$ cat config.mk
export PLATFORM = sky130hd
export DESIGN_NAME = float32_add_subtract_core
export DESIGN_NICKNAME = d
export VERILOG_FILES = /design/src/rtl/fpas_pkg.sv /design/src/rtl/fpas_align.sv /design/src/rtl/fpas_addsub.sv /design/src/rtl/fpas_norm.sv /design/src/rtl/float32_add_subtract_core.sv
export SDC_FILE = /design/constraint.sdc
export NUM_CORES = 1
export LEC_CHECK = 0
export ABC_AREA = 1
export BUFFER_PORTS_ARGS = -buffer_cell sky130_fd_sc_hd__buf_2
export CAP_MARGIN = 25
export CORE_MARGIN = 4
export CORE_UTILIZATION = 57
export DETAILED_ROUTE_END_ITERATION = 7
export GPL_ROUTABILITY_DRIVEN = 0
export PLACE_DENSITY = 0.75
export REMOVE_ABC_BUFFERS = 1
export SYNTH_ARGS = -nofsm -noshare
export SYNTH_HDL_FRONTEND = slang
export SYNTH_HIERARCHICAL = 1
export SYNTH_SLANG_ARGS = --single-unit
$ cat constraint.sdc
create_clock -name i_clk -period 4.6 [get_ports i_clk]
set_input_delay 0.46 -clock i_clk [delete_from_list [all_inputs] [get_ports i_clk]]
set_output_delay 0.46 -clock i_clk [all_outputs]
set_load 0.02 [all_outputs]
$ cat src/rtl/fpas_pkg.sv
`timescale 1ns / 1ps
// ----------------------------------------------------------------------------
// fpas_pkg
// Shared types and constants for the single-precision add/subtract pipeline.
// ----------------------------------------------------------------------------
package fpas_pkg;
    localparam int unsigned WordW = 32;
    localparam int unsigned ExpW  = 8;
    localparam int unsigned FracW = 23;
    localparam int unsigned SigW  = 24;
    localparam logic [ExpW-1:0] ExpMax = 8'd255;
    localparam int unsigned DataW = 72;   // 32 + 32 + 1 packed to bytes

    // stage 1 -> 2: aligned significands
    typedef struct packed {
        logic            sa;
        logic            sb;
        logic [ExpW-1:0] e;
        logic [SigW-1:0] ma;
        logic [SigW-1:0] mb;
    } t_align;

    // stage 2 -> 3: raw sum or difference
    typedef struct packed {
        logic            rs;
        logic            zero;    // exact cancellation gives +0
        logic [ExpW:0]   e;       // may be 256 after carry
        logic [SigW-1:0] m;       // bit 23 set unless cancellation left it clear
    } t_sum;
endpackage

$ cat src/rtl/fpas_align.sv
`timescale 1ns / 1ps
// ----------------------------------------------------------------------------
// fpas_align
// Unpack, apply mode, shift the significand of the smaller-exponent operand right.
// ----------------------------------------------------------------------------
module fpas_align (
    input  logic [fpas_pkg::WordW-1:0] i_a,
    input  logic [fpas_pkg::WordW-1:0] i_b,
    input  logic                       i_mode,
    output fpas_pkg::t_align           o_al
);
    logic [fpas_pkg::ExpW-1:0] ea, eb, d;
    logic [fpas_pkg::SigW-1:0] ma, mb;
    logic                      a_big;

    always_comb begin
        ea    = i_a[30:23];
        eb    = i_b[30:23];
        ma    = {1'b1, i_a[fpas_pkg::FracW-1:0]};
        mb    = {1'b1, i_b[fpas_pkg::FracW-1:0]};
        a_big = ea > eb;
        d     = a_big ? (ea - eb) : (eb - ea);
        o_al.sa = i_a[31];
        o_al.sb = i_b[31] ^ i_mode;
        o_al.e  = a_big ? ea : eb;
        o_al.ma = ma;
        o_al.mb = mb;
        if (a_big) begin
            o_al.mb = (d >= 8'd24) ? '0 : (mb >> d);
        end else begin
            o_al.ma = (d >= 8'd24) ? '0 : (ma >> d);
        end
    end
endmodule

$ cat src/rtl/fpas_addsub.sv
`timescale 1ns / 1ps
// ----------------------------------------------------------------------------
// fpas_addsub
// Magnitude add or subtract, carry handling.
// ----------------------------------------------------------------------------
module fpas_addsub (
    input  fpas_pkg::t_align i_al,
    output fpas_pkg::t_sum   o_sum
);
    logic [fpas_pkg::SigW:0] s;
    logic                    a_ge;

    always_comb begin
        a_ge       = i_al.ma > i_al.mb;
        o_sum.zero = 1'b0;
        o_sum.e    = {1'b0, i_al.e};
        s          = '0;
        if (i_al.sa == i_al.sb) begin
            o_sum.rs = i_al.sa;
            s = {1'b0, i_al.ma} + {1'b0, i_al.mb};
            if (s[fpas_pkg::SigW]) begin
                s = s >> 1;
                o_sum.e = {1'b0, i_al.e} + 9'd1;
            end
        end else begin
            o_sum.rs   = a_ge ? i_al.sa : i_al.sb;
            o_sum.zero = i_al.ma == i_al.mb;
            s = a_ge ? ({1'b0, i_al.ma} - {1'b0, i_al.mb})
                     : ({1'b0, i_al.mb} - {1'b0, i_al.ma});
        end
        o_sum.m = s[fpas_pkg::SigW-1:0];
    end
endmodule

$ cat src/rtl/fpas_norm.sv
`timescale 1ns / 1ps
// ----------------------------------------------------------------------------
// fpas_norm
// Leading-one count, left shift, exponent range checks, packing.
// ----------------------------------------------------------------------------
module fpas_norm (
    input  fpas_pkg::t_sum             i_sum,
    output logic [fpas_pkg::WordW-1:0] o_res
);
    logic [4:0]              lz;
    logic [fpas_pkg::SigW-1:0] m;
    logic signed [9:0]       e;

    always_comb begin
        lz = 5'd0;
        for (int i = 0; i < fpas_pkg::SigW; i++) begin
            if (i_sum.m[i]) lz = 5'(fpas_pkg::SigW - 1 - i);
        end
        m = i_sum.m << lz;
        e = $signed({1'b0, i_sum.e}) - $signed({5'd0, lz});
        if (i_sum.zero) o_res = '0;
        else if (e < 10'sd1) o_res = {i_sum.rs, 31'd0};
        else if (e >= 10'sd255) o_res = {i_sum.rs, fpas_pkg::ExpMax, 23'd0};
        else o_res = {i_sum.rs, e[7:0], m[fpas_pkg::FracW-1:0]};
    end
endmodule

$ cat src/rtl/float32_add_subtract_core.sv
`timescale 1ns / 1ps
// ----------------------------------------------------------------------------
// float32_add_subtract_core
// Pipelined single-precision add/subtract with truncation.
// ----------------------------------------------------------------------------
// Usage:
//   Slave stream carries one item per operand pair: tdata = {mode, b, a}
//   (a in bits 31:0). Master stream returns the 32-bit result pattern.
//   Four register stages: align, add/subtract, normalize, output.
//   m_axis_tvalid rises once an item accepted into the align register has
//   passed the add/subtract, normalize and output registers; throughput is
//   one item per cycle when not stalled, as all stage registers advance together.
//   When the receiver drops tready, the whole pipe holds (a global enable);
//   slave tready is high whenever the output stage is empty or being taken,
//   so nothing is lost or repeated.
//   Synchronous active-low reset clears all valid bits; payload is kept.
//   No special handling of NaN, infinity or denormals; exponent underflow
//   flushes to signed zero and overflow gives signed infinity.
// ----------------------------------------------------------------------------
module float32_add_subtract_core (
    input  logic                        i_clk,
    input  logic                        i_rst_n,
    input  logic                        s_axis_tvalid,
    output logic                        s_axis_tready,
    input  logic [fpas_pkg::DataW-1:0]  s_axis_tdata,  // operand_a, operand_b, mode
    output logic                        m_axis_tvalid,
    input  logic                        m_axis_tready,
    output logic [fpas_pkg::WordW-1:0]  m_axis_tdata   // result_bits
);
    logic                        en;
    logic [3:0]                  r_v;
    fpas_pkg::t_align            n_al, r_al;
    fpas_pkg::t_sum              n_sum, r_sum;
    logic [fpas_pkg::WordW-1:0]  n_res, r_res, r_out;

    // pipe advances unless the output holds an untaken item
    assign en            = !r_v[3] || m_axis_tready;
    assign s_axis_tready = en;
    assign m_axis_tvalid = r_v[3];
    assign m_axis_tdata  = r_out;

    fpas_align u_align (
        .i_a(s_axis_tdata[31:0]), .i_b(s_axis_tdata[63:32]),
        .i_mode(s_axis_tdata[64]), .o_al(n_al));
    fpas_addsub u_addsub (.i_al(r_al), .o_sum(n_sum));
    fpas_norm u_norm (.i_sum(r_sum), .o_res(n_res));

    always_ff @(posedge i_clk) begin
        if (!i_rst_n) begin
            r_v <= '0;
        end else if (en) begin
            r_v <= {r_v[2:0], s_axis_tvalid};
        end
    end

    always_ff @(posedge i_clk) begin
        if (en) begin
            r_al  <= n_al;
            r_sum <= n_sum;
            r_res <= n_res;
            r_out <= r_res;
        end
    end

`ifndef SYNTHESIS
    a_hold: assert property (@(posedge i_clk) disable iff (!i_rst_n)
        m_axis_tvalid && !m_axis_tready |=> m_axis_tvalid && $stable(m_axis_tdata))
        else $error("output changed under stall");
    a_lat: assert property (@(posedge i_clk) disable iff (!i_rst_n)
        s_axis_tvalid && s_axis_tready |=> r_v[0])
        else $error("accepted item not in stage 1");
    a_rdy: assert property (@(posedge i_clk) disable iff (!i_rst_n)
        !m_axis_tvalid |-> s_axis_tready)
        else $error("stalled with empty output");
`endif
endmodule
==> metrics <==
outcome finished with violations; failing checks design-rule violations; drt wl/cell 16.2 um; vias in the first global route 16500; Rows 63; Sw Share 49.7%; max-cap viol count 0; flops & latches, synth 161; CTS H-tree lvls 4; final setup margin 0.219 ns; first-pass GRT wire length 79.1 mm; synthesized instance count 2642; Final Hold Viols 0; WP data required 4.79 ns; count of flip-flops with a built-in enable after synthesis 157; Power Internal 4.98 mW; DIE HEIGHT 181 um; worst-case clock buffer depth 2; WHS Path Cells 1; Final Max Tran Viols 0; # port buffers 102; fmax 228 MHz; ys flop type edfxtp_1; period utilisation layout 95.2%; GRT Residual Overflow 0; Nets 2873; power density over cell area 539 nW/um2; Initial Util 57.6%; crit start category register; crit path DAT 4.57 ns; Synth area leaders edfxtp_1 (28%), nand2_1 (20%), nand3_1 (13%), inv_1 (8.4%), ha_1 (7.3%); total power 9.92 mW; Max IR drop VDD 0.317 mV; Clock Latency Late Sink 0.44 ns; Total GRT Usage 29.3%; Syn Std Cell Area 17000 um2; Crit Path Max Fanout 7; routed via count 17900; CTS tree yes; Setup-failing EPs final 0; sequential share of the synthesized area 28.2%; sequential share of power 25.7%; Syn Area/Cell 6.44 um2; Worst Tran Pin Value 0.919 ns; Gate power share 59.2%; crit end category register; Hold Crit Class primary input to register; I/O Pins 110; Clk pwr share 15.1%; Area Growth Syn to Fin 7.99%; Lkg Pwr 9.61 nW; clock slew at reported path FFs 0.08 ns; worst reg-to-reg path cell count 26; number of hold buffers added after CTS 0; hold_ws 0.191 ns; cell taking the most area after synthesis edfxtp_1; Die W 181 um; Synth cell types 54; DR vias/cell 5.79; Clock Skews 0.0224 ns; # fillers 2720; Synth async-reset ratio 0%; DR iter-0 viols 2101; fraction of layout cells with a size suffix above 1 11.5%; antenna violations before repair 0; clock sink count 161; setup TNS 0 ns; DP HPWL 38.2 mm; clock root cell clkbuf_16; pin count of the biggest net entering global routing 88; post-route ant nets 0; P_sw 4.93 mW; Core ar. 29600 um2; synth warn 6; worst slack, placed 0.212 ns; Inserted Clock Buffers 17; crit path kind register to register; minimum clock period 4.38 ns; antenna diode count 0; Total Routed Length 50.1 mm; 1st-pass router iterations 8; die area 32700 um2; drt drc 1; Max-slew headroom 38.7%; post-synth top area share 27.7%
-- cells by family (layout without fill, tap and decap cells) --
family / Yosys count / after routing / share of synthesized area [%]
fa+ha+maj: 105 / 105 / 7.98
buf+inv: 517 / 580 / 13.2
xor+xnor: 37 / 37 / 1.90
mux: 1 / 1 / 0.0588
simple gates: 1601 / 1601 / 41.4
flops: 161 / 161 / 28.2
compound gates: 220 / 220 / 7.26
-- through the flow --
stage	instance area [um2]	utilization [%]	instances
finish	18400	62.2	3095
global route	18400	62.2	3095
CTS	18200	61.5	3086
detailed placement	17600	59.4	3054
global placement	17600	59.4	3054
floorplan	16300	-	2538
-- layout by cell type (no fill, tap or decap), drive strengths merged, types with 3 or more instances in the layout --
| cell type | count |
|---|---|
| nor4 | 4 |
| nand2 | 929 |
| xor2 | 31 |
| o21ai | 92 |
| o22ai | 22 |
| edfxtp | 157 |
| a21boi | 3 |
| o21bai | 6 |
| nor2 | 157 |
| clkinv | 6 |
| ha | 99 |
| nand3b | 3 |
| bufinv | 3 |
| nand4 | 39 |
| dfxtp | 4 |
| nor3 | 15 |
| buf | 135 |
| fa | 6 |
| xnor2 | 6 |
| a21oi | 89 |
| clkbuf | 18 |
| or2 | 5 |
| inv | 417 |
| nand3 | 447 |
| o211ai | 5 |
-- worst max-delay path: stages, from the launching register on --
cell	delay [ns]
edfxtp_1	0.42
nor2_1	0.11
inv_1	0.06
a311oi_1	0.28
o31ai_1	0.12
nand2_1	0.08
nand2_1	0.05
nand2_1	0.05
nand2_1	0.05
nand2_1	0.05
nand3_1	0.07
nand3_1	0.26
ha_1	0.31
a21oi_1	0.22
o21bai_1	0.13
and3_1	0.20
nor2_2	0.15
xor2_2	0.28
nand4_1	0.20
o41ai_2	0.41
nor2_2	0.11
nand2_4	0.11
nor2_4	0.08
nand2_4	0.08
inv_4	0.07
nand3_1	0.09
o21ai_0	0.09
-- cell usage after synthesis, types with 2 or more instances --
cell type and instances:
dfxtp_1 4, o21ai_1 14, o21ai_2 4, buf_1 8
nor2_4 7, nand3_1 439, nand3b_1 3, nand2_1 887
nand2_2 34, nand4_1 38, a21boi_0 2, or2_2 4
nor3_1 13, buf_4 22, nand2_4 8, inv_2 28
buf_6 24, o211ai_1 4, o21ai_0 73, a21oi_2 5
nor4_1 4, clkinv_1 2, xor2_1 31, a21oi_1 83
fa_1 6, buf_2 20, inv_1 383, nor2_8 2
ha_1 99, xnor2_1 6, o22ai_1 22, clkbuf_1 28
nand3_2 7, edfxtp_1 157, nor2_1 136, o21bai_1 6
nor2_2 12
-- metal layers --
metal  track usage, %  up-vias  share of wire, %
met3             3.66      202               8.2
met2             49.2      979                47
li1                 -     8594                 -
met5                0        -                 0
met4             14.4        0               5.2
met1             37.2     8138                40
-- cell type report --
class                      instances  area, um2  share of cell area (%)
sequential                       161       4790                    26.1
clock inverter                    14        195                    1.06
clock buffer                      18        429                    2.33
multi-input combinational       1964      10100                    55.1
tap                              390        488                    2.65
timing repair buffer             135        783                    4.26
inverter                         413       1560                    8.48
-- flip-flops by register name, summed over array words and instances (netlist names) --
register / flops
r_res: 32
m_axis_tdata: 32
r_v: 4
r_sum: 35
r_al: 58
-- worst paths after layout --
path                     from               to  slack (ns)
max reg2reg          r_sum[0]        r_res[11]        0.22
min          s_axis_tdata[31]         r_al[57]        0.19
max                  r_sum[0]        r_res[11]        0.22
min reg2reg          r_res[6]  m_axis_tdata[6]        0.42
-- power by group through the flow --
stage / Combinational (mW) / Clock [mW] / Sequential, mW
global route: 6.44 / 1.59 / 2.61
global placement: 5.39 / 0 / 2.55
floorplan: 3.79 / 0 / 2.69
detailed placement: 5.50 / 0 / 2.58
finish: 5.87 / 1.50 / 2.55
CTS: 5.54 / 1.52 / 2.56
-- what timing repair did --
action	in CTS	in global routing
buffers inserted	0	9
gates resized for setup	0	39
endpoints found under the setup margin	0	25
(Power assumes the default switching activity.)
